File: config.mk
export PLATFORM = sky130hd
export DESIGN_NAME = readout_half_frame_decoder
export DESIGN_NICKNAME = d
export VERILOG_FILES = /design/src/hw/rtl/rhfd_pkg.sv /design/src/hw/rtl/rhfd_front.sv /design/src/hw/rtl/rhfd_queue.sv /design/src/hw/rtl/rhfd_back.sv /design/src/hw/rtl/readout_half_frame_decoder.sv
export SDC_FILE = /design/constraint.sdc
export NUM_CORES = 1
export LEC_CHECK = 0
export BUFFER_PORTS_ARGS = -buffer_cell sky130_fd_sc_hd__buf_2
export CORE_UTILIZATION = 30
export CTS_CLUSTER_DIAMETER = 50
export DETAILED_ROUTE_END_ITERATION = 8
export HOLD_SLACK_MARGIN = 0.05
export PLACE_DENSITY_LB_ADDON = 0.1
export SKIP_CTS_REPAIR_TIMING = 1
export SLEW_MARGIN = 20
export SYNTH_ARGS = -nofsm -noshare
export SYNTH_HDL_FRONTEND = slang
export SYNTH_SLANG_ARGS = --single-unit
export TNS_END_PERCENT = 30
File: constraint.sdc
create_clock -name i_clk -period 7.3 [get_ports i_clk]
set_clock_uncertainty 0.1 [all_clocks]
set_input_delay 0.365 -clock i_clk [delete_from_list [all_inputs] [get_ports i_clk]]
set_output_delay 0.365 -clock i_clk [all_outputs]
set_load 0.02 [all_outputs]
File: src/hw/rtl/rhfd_pkg.sv
// ----------------------------------------------------------------------------
// rhfd_pkg
// Shared types and constants of the readout half-frame decoder.
// ----------------------------------------------------------------------------
package rhfd_pkg;

    localparam int          FRAME_WORDS  = 40;
    localparam int          WIDX_W       = 6;
    localparam int          QUEUE_DEPTH  = 4;
    localparam logic [31:0] CRC_POLY     = 32'h04C1_1DB7;
    localparam logic [15:0] INVALID16    = 16'hFFFF;
    localparam logic [5:0]  CH_CAL       = 6'd36;
    localparam logic [5:0]  CH_CM_HI     = 6'd37;
    localparam logic [5:0]  CH_CM_LO     = 6'd38;
    localparam logic [5:0]  CH_SUMMARY   = 6'd39;
    localparam logic [3:0]  FRAME_NIBBLE = 4'h5;
    localparam logic [5:0]  LAST_WORD    = 6'(FRAME_WORDS - 1);
    localparam int          TDATA_W      = 96;

    // What the back end has to do with one queued word
    typedef enum logic [1:0] {
        KIND_CM,
        KIND_CHAN,
        KIND_SUM
    } t_kind;

    typedef struct packed {
        t_kind       kind;
        logic        half;
        logic [5:0]  chan;
        logic        crc_err;
        logic [31:0] data;      // frame word, or header word on the summary
    } t_job;

    // CRC-32 remainder of a single set bit j after 32 shift steps
    function automatic logic [31:0] crc_col(input int j);
        logic [31:0] v;
        v = 32'd1 << j;
        for (int b = 0; b < 32; b++) begin
            if (v[31]) begin
                v = (v << 1) ^ CRC_POLY;
            end else begin
                v = v << 1;
            end
        end
        return v;
    endfunction

endpackage

File: src/hw/rtl/rhfd_front.sv
// ----------------------------------------------------------------------------
// rhfd_front
// Word tracking, CRC update and classification of incoming frame words.
// ----------------------------------------------------------------------------
module rhfd_front import rhfd_pkg::*; (
    input  logic        i_clk,
    input  logic        i_rst_n,
    input  logic        i_valid,
    input  logic [31:0] i_word,
    input  logic        i_full,
    input  logic [1:0]  i_num_halves,
    output logic        o_ready,
    output logic        o_push,
    output t_job        o_job
);

    logic [WIDX_W-1:0] r_idx;
    logic              r_half;
    logic [31:0]       r_header;
    logic [31:0]       r_crc;

    logic        w_acc;
    logic [31:0] w_crc_in;
    logic [31:0] w_terms [32];
    logic [31:0] n_crc;
    logic [5:0]  w_chan;

    assign o_ready = !i_full;
    assign w_acc   = i_valid && o_ready;

    // CRC restarts at the header word
    assign w_crc_in = ((r_idx == '0) ? 32'd0 : r_crc) ^ i_word;

    // Parallel CRC: xor of the column of every set bit
    for (genvar j = 0; j < 32; j++) begin : g_col
        localparam logic [31:0] COL = crc_col(j);
        assign w_terms[j] = w_crc_in[j] ? COL : 32'd0;
    end

    always_comb begin
        n_crc = 32'd0;
        for (int j = 0; j < 32; j++) begin
            n_crc = n_crc ^ w_terms[j];
        end
    end

    // Calibration word sits in the middle of the channel words
    always_comb begin
        if (r_idx <= 6'd19) begin
            w_chan = r_idx - 6'd2;
        end else if (r_idx == 6'd20) begin
            w_chan = CH_CAL;
        end else begin
            w_chan = r_idx - 6'd3;
        end
    end

    always_comb begin
        o_job.half    = r_half;
        o_job.chan    = w_chan;
        o_job.crc_err = (r_crc != i_word);
        o_job.data    = i_word;
        o_job.kind    = KIND_CHAN;
        if (r_idx == 6'd1) begin
            o_job.kind = KIND_CM;
        end else if (r_idx == LAST_WORD) begin
            o_job.kind = KIND_SUM;
            o_job.chan = CH_SUMMARY;
            o_job.data = r_header;
        end
    end

    assign o_push = w_acc && (r_idx != '0);

    always_ff @(posedge i_clk) begin
        if (!i_rst_n) begin
            r_idx    <= '0;
            r_half   <= 1'b0;
            r_header <= '0;
            r_crc    <= '0;
        end else if (w_acc) begin
            if (r_idx == '0) begin
                r_header <= i_word;
            end
            if (r_idx == LAST_WORD) begin
                r_idx  <= '0;
                r_half <= !r_half && i_num_halves[1];
            end else begin
                r_idx <= r_idx + 1'b1;
                r_crc <= n_crc;
            end
        end
    end

endmodule

File: src/hw/rtl/rhfd_queue.sv
// ----------------------------------------------------------------------------
// rhfd_queue
// Small FIFO of classified words between the front and the back end.
// ----------------------------------------------------------------------------
module rhfd_queue import rhfd_pkg::*; #(
    parameter int DEPTH = QUEUE_DEPTH
) (
    input  logic i_clk,
    input  logic i_rst_n,
    input  logic i_push,
    input  t_job i_job,
    input  logic i_pop,
    output logic o_full,
    output logic o_empty,
    output t_job o_job
);

    localparam int PTR_W = (DEPTH > 1) ? $clog2(DEPTH) : 1;
    localparam int CNT_W = $clog2(DEPTH + 1);

    t_job             r_mem [DEPTH];
    logic [PTR_W-1:0] r_wr;
    logic [PTR_W-1:0] r_rd;
    logic [CNT_W-1:0] r_cnt;

    logic w_push;
    logic w_pop;

    assign o_full  = (r_cnt == CNT_W'(DEPTH));
    assign o_empty = (r_cnt == '0);
    assign o_job   = r_mem[r_rd];
    assign w_push  = i_push && !o_full;
    assign w_pop   = i_pop && !o_empty;

    always_ff @(posedge i_clk) begin
        if (w_push) begin
            r_mem[r_wr] <= i_job;
        end
    end

    always_ff @(posedge i_clk) begin
        if (!i_rst_n) begin
            r_wr  <= '0;
            r_rd  <= '0;
            r_cnt <= '0;
        end else begin
            if (w_push) begin
                r_wr <= (r_wr == PTR_W'(DEPTH - 1)) ? '0 : r_wr + 1'b1;
            end
            if (w_pop) begin
                r_rd <= (r_rd == PTR_W'(DEPTH - 1)) ? '0 : r_rd + 1'b1;
            end
            if (w_push && !w_pop) begin
                r_cnt <= r_cnt + 1'b1;
            end else if (w_pop && !w_push) begin
                r_cnt <= r_cnt - 1'b1;
            end
        end
    end

endmodule

File: src/hw/rtl/rhfd_back.sv
// ----------------------------------------------------------------------------
// rhfd_back
// Row builder: turns queued words into output rows in a registered stage.
// ----------------------------------------------------------------------------
module rhfd_back import rhfd_pkg::*; (
    input  logic               i_clk,
    input  logic               i_rst_n,
    input  logic               i_empty,
    input  t_job               i_job,
    input  logic               i_ready,
    output logic               o_pop,
    output logic               o_valid,
    output logic               o_last,
    output logic               o_half,
    output logic [TDATA_W-1:0] o_data
);

    typedef struct packed {
        logic [4:0]  code;
        logic [2:0]  orbit;
        logic [5:0]  evt;
        logic [11:0] bx;
        logic [9:0]  toa;
        logic [15:0] tot;
        logic [15:0] adcm;
        logic [15:0] adc;
        logic [1:0]  flag;
        logic [5:0]  chan;
    } t_row;

    logic        r_valid;
    logic        r_last;
    logic        r_half;
    t_row        r_row;
    logic        r_pend;
    logic        r_pend_half;
    logic [9:0]  r_pend_adc;

    logic        w_load;
    t_row        w_row;
    t_row        w_cm_lo;
    logic        w_last;
    logic [9:0]  w_f10;
    logic [15:0] w_tot;
    logic [31:0] w_d;

    function automatic logic [15:0] expand_tot(input logic [9:0] t);
        if (t[9]) begin
            return {4'd0, t[8:0], 3'd0};
        end
        return {6'd0, t};
    endfunction

    assign w_load = !r_valid || i_ready;
    assign o_pop  = w_load && !r_pend && !i_empty;
    assign w_d    = i_job.data;
    assign w_f10  = w_d[19:10];
    assign w_tot  = expand_tot(w_f10);

    // second common-mode row
    always_comb begin
        w_cm_lo      = '0;
        w_cm_lo.chan = CH_CM_LO;
        w_cm_lo.adc  = {6'd0, r_pend_adc};
    end

    always_comb begin
        w_row      = '0;
        w_last     = 1'b1;
        w_row.chan = i_job.chan;
        case (i_job.kind)
            KIND_CM: begin
                w_row.chan = CH_CM_HI;
                w_row.adc  = {6'd0, w_f10};
                w_last     = 1'b0;
            end
            KIND_CHAN: begin
                w_row.flag = w_d[31:30];
                w_row.toa  = w_d[9:0];
                if (i_job.chan == CH_CAL) begin
                    w_row.adc  = {6'd0, w_d[29:20]};
                    w_row.adcm = INVALID16;
                    w_row.tot  = w_tot;
                end else begin
                    w_row.adcm = {6'd0, w_d[29:20]};
                    w_row.adc  = w_d[31] ? INVALID16 : {6'd0, w_f10};
                    w_row.tot  = w_d[31] ? w_tot : INVALID16;
                end
            end
            KIND_SUM: begin
                w_row.bx    = w_d[27:16];
                w_row.evt   = w_d[15:10];
                w_row.orbit = w_d[9:7];
                w_row.code  = {w_d[6:4], i_job.crc_err,
                               !(w_d[31:28] == FRAME_NIBBLE && w_d[3:0] == FRAME_NIBBLE)};
            end
            default: begin
                w_row = '0;
            end
        endcase
    end

    always_ff @(posedge i_clk) begin
        if (!i_rst_n) begin
            r_valid <= 1'b0;
            r_pend  <= 1'b0;
        end else if (w_load) begin
            if (r_pend) begin
                r_valid  <= 1'b1;
                r_pend   <= 1'b0;
                r_last   <= 1'b1;
                r_half   <= r_pend_half;
                r_row    <= w_cm_lo;
            end else if (!i_empty) begin
                r_valid     <= 1'b1;
                r_pend      <= (i_job.kind == KIND_CM);
                r_pend_half <= i_job.half;
                r_pend_adc  <= w_d[9:0];
                r_last      <= w_last;
                r_half      <= i_job.half;
                r_row       <= w_row;
            end else begin
                r_valid <= 1'b0;
            end
        end
    end

    assign o_valid = r_valid;
    assign o_last  = r_last;
    assign o_half  = r_half;
    assign o_data  = {4'd0, r_row};

endmodule

File: src/hw/rtl/readout_half_frame_decoder.sv
// ----------------------------------------------------------------------------
// readout_half_frame_decoder
// Unpacks 40-word readout half frames into rows and checks their CRC-32.
// ----------------------------------------------------------------------------
// Input stream s_axis: one 32-bit frame word per handshake. Word 0 is the
// header, word 1 the common-mode word, words 2..38 channel words, word 39 the
// CRC. Output stream m_axis: one row per output word; tlast marks the final
// row that a frame word produces, tuser is the half index. The header gives
// no row, the common-mode word gives two, all other words one.
// With the output free, an accepted word is registered in the queue, then
// its row in the output register; the second common-mode row is loaded once
// the first is taken. Throughput: one word per cycle while the queue is not
// full; the common-mode word occupies the row builder for both its rows, the
// header leaves it free, and the four-entry queue between front end and row
// builder absorbs that over a whole frame (40 rows).
// APB: register 0 (address 0) holds num_halves, reset value 2; values 2 and 3
// alternate the halves, 0 and 1 keep half 0. A change is taken at the next
// end of a half frame. Write only while the stream is idle.
// Reset clears the word index, half, CRC and queue; no row is pending.
// When m_axis stalls, rows wait in the output register and the queue, and
// s_axis_tready falls once the queue is full.
// ----------------------------------------------------------------------------
module readout_half_frame_decoder import rhfd_pkg::*; #(
    parameter int QDEPTH = QUEUE_DEPTH
) (
    input  logic               i_clk,
    input  logic               i_rst_n,
    input  logic               s_axis_tvalid,
    output logic               s_axis_tready,
    input  logic [31:0]        s_axis_tdata,   // [31:0] frame_word
    output logic               m_axis_tvalid,
    input  logic               m_axis_tready,
    // [5:0] chan_id, [7:6] tot_flag, [23:8] adc_value, [39:24] adcm_value,
    // [55:40] tot_value, [65:56] toa_value, [77:66] bx_count,
    // [83:78] event_count, [86:84] orbit_count, [91:87] corruption_code
    output logic [TDATA_W-1:0] m_axis_tdata,
    output logic               m_axis_tlast,
    output logic               m_axis_tuser,   // [0] half_id
    input  logic               psel,
    input  logic               penable,
    input  logic               pwrite,
    input  logic [2:0]         paddr,
    input  logic [31:0]        pwdata,
    output logic [31:0]        prdata,
    output logic               pready
);

    logic [1:0] r_num_halves;

    logic w_push;
    logic w_pop;
    logic w_full;
    logic w_empty;
    t_job w_job_in;
    t_job w_job_out;

    assign pready = 1'b1;
    assign prdata = (paddr[2] == 1'b0) ? {30'd0, r_num_halves} : 32'd0;

    always_ff @(posedge i_clk) begin
        if (!i_rst_n) begin
            r_num_halves <= 2'd2;
        end else if (psel && penable && pwrite && pready && paddr[2] == 1'b0) begin
            r_num_halves <= pwdata[1:0];
        end
    end

    rhfd_front u_front (
        .i_clk        (i_clk),
        .i_rst_n      (i_rst_n),
        .i_valid      (s_axis_tvalid),
        .i_word       (s_axis_tdata),
        .i_full       (w_full),
        .i_num_halves (r_num_halves),
        .o_ready      (s_axis_tready),
        .o_push       (w_push),
        .o_job        (w_job_in)
    );

    rhfd_queue #(
        .DEPTH (QDEPTH)
    ) u_queue (
        .i_clk   (i_clk),
        .i_rst_n (i_rst_n),
        .i_push  (w_push),
        .i_job   (w_job_in),
        .i_pop   (w_pop),
        .o_full  (w_full),
        .o_empty (w_empty),
        .o_job   (w_job_out)
    );

    rhfd_back u_back (
        .i_clk   (i_clk),
        .i_rst_n (i_rst_n),
        .i_empty (w_empty),
        .i_job   (w_job_out),
        .i_ready (m_axis_tready),
        .o_pop   (w_pop),
        .o_valid (m_axis_tvalid),
        .o_last  (m_axis_tlast),
        .o_half  (m_axis_tuser),
        .o_data  (m_axis_tdata)
    );

endmodule
==> Flow_metrics.wiki <==
{| class="wikitable"
! Metric !! Value
|-
| CP cell instances || inv_1, ha_1, buf_4, and2_2, buf_4, nor2_1, xnor2_2, xnor3_1, a211o_1
|-
| Slack of the worst reg-to-reg path || 3.47 ns
|-
| Area inside the core boundary || 0.0649 mm²
|-
| Share of flip-flops with an asynchronous set or reset after synthesis || 0%
|-
| Fraction of layout cells with a size suffix above 1 || 19.6%
|-
| Total setup violations reported at the end of the flow || 0
|-
| Residual overflow from global routing || 0
|-
| CP dominant cell by count || sky130_fd_sc_hd__buf_4
|-
| Mean area per synthesized cell || 11.6 µm²
|-
| Pwr Total || 10.3 mW
|-
| Worst hold stages || 3
|-
| Clk Tree Root Cell || sky130_fd_sc_hd__clkbuf_16
|-
| Effective utilization at floorplan || 30.5%
|-
| Vias/cell || 4.70
|-
| Die outline area || 0.0671 mm²
|-
| Hold WC Path Type || in2reg
|-
| Critical path start-end classification || reg2reg
|-
| WHS Endpoint || u_front.r_header[1]
|-
| Unique masters post-synth || 64
|-
| Post-synth EDFFs || 260
|-
| Worst setup EP type || flop
|-
| CTS H-tree depth || 2
|-
| DR WL/cell || 23.0 µm
|-
| Standard-cell rows || 93
|-
| Via count of the first global-routing pass || 12300
|-
| Placed wire-length estimate || 40800 µm
|-
| First-pass DRT Iterations || 5
|-
| Maximum capacitance violations || 0
|-
| TNS Setup || 0 ns
|-
| Hold Crit Start || s_axis_tdata[1]
|-
| Final WL || 61700 µm
|-
| Dominant cells by area after synthesis || sky130_fd_sc_hd__edfxtp_1 39%, sky130_fd_sc_hd__xnor2_1 15%, sky130_fd_sc_hd__dfxtp_1 8.5%
|-
| F_max || 261 MHz
|-
| Switching share of power || 39.2%
|-
| Crit Reg-Reg Endpoint || u_front.r_crc[23]
|-
| TritonCTS clock tree || done
|-
| Area growth from synthesis to layout || 14.7%
|-
| Total standard cell area after synthesis || 0.0198 mm²
|-
| Number of nets in the layout || 1873
|-
| Number of buffers created by CTS || 53
|-
| GRT Total Usage || 18.4%
|-
| Int Pwr || 6.27 mW
|-
| Post-synthesis cell type with the largest combined area || sky130_fd_sc_hd__edfxtp_1
|-
| Part of the total power dissipated in combinational logic || 46.7%
|-
| DRC violation count after routing || 0
|-
| Critical path arrival || 4.20 ns
|-
| Post-synthesis register bit count || 344
|-
| Final Worst Setup Slack || 3.47 ns
|-
| IO Port Bufs || 139
|-
| Clock tree buffer depth || 3
|-
| Switching power summed over all nets || 4.04 mW
|-
| Drt initial violations || 882
|-
| Instance count of the mapped netlist || 1710
|-
| Worst reg2reg path startpoint || u_front.r_idx[1]
|-
| Number of top-level pins || 207
|-
| Result of the run || finished, final reports clean
|-
| Post-placement setup slack || 3.33 ns
|-
| Post-synth top area share || 39.4%
|-
| Worst slew margin || 35.9%
|-
| Clk pwr share || 24.6%
|-
| Die span in x || 259 µm
|-
| Most common flop cell mapped by yosys || sky130_fd_sc_hd__edfxtp_1
|-
| Number of antenna violations at the first check in global routing || 2
|-
| Critical path launch point type || flop
|-
| Total count of hold-check failures in the final report || 0
|-
| Setup repair after global routing missed its margin || false
|-
| Largest stage delay, worst path || 0.66 ns
|-
| Die Ht || 259 µm
|-
| Crit-path slowest cell || sky130_fd_sc_hd__and2_2
|-
| Slew at the pin closest to its max-slew limit || 0.955 ns
|-
| Largest net degree at the start of global routing || 73
|-
| Number of pins with negative max-slew slack in the final report || 0
|-
| Via total after detailed routing || 12600
|-
| Worst VDD drop || 0.000181 V
|-
| Sequential share of power || 28.6%
|-
| Required time of the worst setup path || 7.67 ns
|-
| Post-synthesis sequential area ratio || 47.9%
|-
| Period utilization || 52.5%
|-
| Worst R2R Path Depth || 9
|-
| Worst-path fanout max || 34
|-
| Shortest clock period the worst path allows after layout || 3.83 ns
|-
| Clock transition time at the flip-flop clock pins of the worst setup and hold paths || 0.05 ns
|-
| Clk_lat worst skew || 0.60 ns
|-
| Static Leak || 8.12 nW
|-
| Gp weighted congestion || 0.830
|-
| Total number of clock tree sinks || 344
|-
| Synth warn || 0
|-
| Power density normalized to cell area || 454 mW/mm²
|-
| Routed Antenna Nets || 0
|-
| Wire length of the first global-routing pass || 88500 µm
|}
-- stage by stage --
step | hold WS, ns | utilization, % | area, µm² | std cells
2_1_floorplan | 0.337 | - | 20000 | 1743
3_3_place_gp | 0.343 | 32.1 | 20900 | 2577
3_5_place_dp | 0.347 | 32.1 | 20900 | 2577
4_1_cts | -0.148 | 34.9 | 22700 | 2676
5_1_grt | 0.0704 | 35.0 | 22700 | 2681
6_report | 0.0485 | 35.0 | 22700 | 2682
-- final cells by class --
type / count / area (µm²)
fill: 6517 / 42200
inverter: 13 / 48.8
timing repair buffer: 170 / 941
tap: 855 / 1070
sequential: 344 / 9490
clock buffer: 62 / 1410
multi-input combinational: 1200 / 9370
antenna: 1 / 2.50
clock inverter: 37 / 398
-- worst max-delay path by stage --
| stage | from | end | cells past startpoint |
|---|---|---|---|
| 6_report | u_front.r_idx[1] | u_front.r_crc[23] | 9 |
| 5_1_grt | flop | u_back.o_data[22] | 7 |
| 4_1_cts | flop | u_back.o_data[16] | 7 |
| 3_5_place_dp | flop | u_back.o_data[16] | 7 |
| 3_3_place_gp | flop | u_back.o_data[16] | 7 |
| 2_1_floorplan | u_back.r_pend | u_back.o_data[0] | 3 |
-- routing by layer --
layer | part of all wire [%] | global-route usage (%) | up-vias
met5 | 0 | 0 | -
met4 | 2.7 | 5.51 | 0
met3 | 4.2 | 2.90 | 103
met2 | 47 | 29.6 | 307
met1 | 47 | 25.4 | 6297
li1 | - | - | 5909
-- synth_stat cells (all sizes together) (10+ instances only) --
| master | count |
|---|---|
| xnor2 | 362 |
| edfxtp | 260 |
| nand2 | 201 |
| buf | 138 |
| a21oi | 106 |
| xor2 | 86 |
| dfxtp | 84 |
| nor2 | 77 |
| nand3 | 53 |
| clkbuf | 48 |
| and2 | 43 |
| mux4 | 42 |
| o21ai | 28 |
| xnor3 | 28 |
| ha | 16 |
| mux2i | 14 |
| inv | 12 |
| nand4 | 12 |
| o21a | 10 |
-- power groups by stage --
stage                     sequential, mW  combinational, mW  clock, mW
after floorplan                     2.91               3.73          0
after global placement              2.99               4.86          0
after detailed placement            2.99               4.86          0
after CTS                           2.95               4.88       2.61
after global routing                2.98               5.23       2.69
final                               2.95               4.82       2.54
-- state kept, by name, indices dropped and copies added, names as in the netlist, named ones only --
signal	count
r_num_halves	2
u_back.r_pend	1
u_queue.r_wr	2
u_queue.r_mem	168
u_back.r_pend_half	1
u_queue.r_rd	2
u_back.r_pend_adc	10
u_front.r_idx	6
u_front.r_header	32
u_back.o_valid	1
u_front.r_half	1
u_back.o_data	79
u_front.r_crc	32
u_back.o_last	1
u_back.o_half	1
u_queue.r_cnt	3
-- layout by cell type, fill, tap and decap left out, types with 5 or more instances in the layout --
master	instances
sky130_fd_sc_hd__mux4_2	42
sky130_fd_sc_hd__nor2b_1	6
sky130_fd_sc_hd__nand2_1	200
sky130_fd_sc_hd__nand2b_1	5
sky130_fd_sc_hd__clkbuf_16	53
sky130_fd_sc_hd__ha_1	16
sky130_fd_sc_hd__clkinv_2	9
sky130_fd_sc_hd__nand3_1	53
sky130_fd_sc_hd__clkinv_4	7
sky130_fd_sc_hd__clkbuf_8	5
sky130_fd_sc_hd__inv_1	10
sky130_fd_sc_hd__buf_4	26
sky130_fd_sc_hd__conb_1	35
sky130_fd_sc_hd__o21ai_0	24
sky130_fd_sc_hd__xnor2_2	23
sky130_fd_sc_hd__dlygate4sd3_1	5
sky130_fd_sc_hd__xnor3_1	28
sky130_fd_sc_hd__xor2_1	85
sky130_fd_sc_hd__and2_1	42
sky130_fd_sc_hd__a21oi_1	96
sky130_fd_sc_hd__buf_2	139
sky130_fd_sc_hd__xnor2_1	336
sky130_fd_sc_hd__edfxtp_1	260
sky130_fd_sc_hd__nand4_1	12
sky130_fd_sc_hd__a21oi_2	10
sky130_fd_sc_hd__o21a_1	10
sky130_fd_sc_hd__nor3_1	8
sky130_fd_sc_hd__mux2i_1	14
sky130_fd_sc_hd__o31ai_1	9
sky130_fd_sc_hd__and3_1	5
sky130_fd_sc_hd__nor2_1	76
sky130_fd_sc_hd__or3_1	5
sky130_fd_sc_hd__dfxtp_1	82
sky130_fd_sc_hd__clkinvlp_4	7
-- worst max-delay path: cells and delay by family, from the launching register on --
family	cells	cell delay, ns
compound gates	1	0.27
xor+xnor	2	0.72
fa+ha+maj	1	0.24
buf+inv	3	1.21
flops	1	0.35
simple gates	2	0.81
-- cell families (layout without fill, tap and decap cells) --
kind of cell	Yosys count	in the layout	synth area share, %
xor+xnor	479	479	24.5
simple gates	435	435	10.0
flops	344	344	47.9
buf+inv	199	282	5.57
compound gates	177	177	5.36
mux	57	57	5.53
fa+ha+maj	17	17	1.11
other cells	2	36	0.0379
Power figures use the tool's default switching activity.
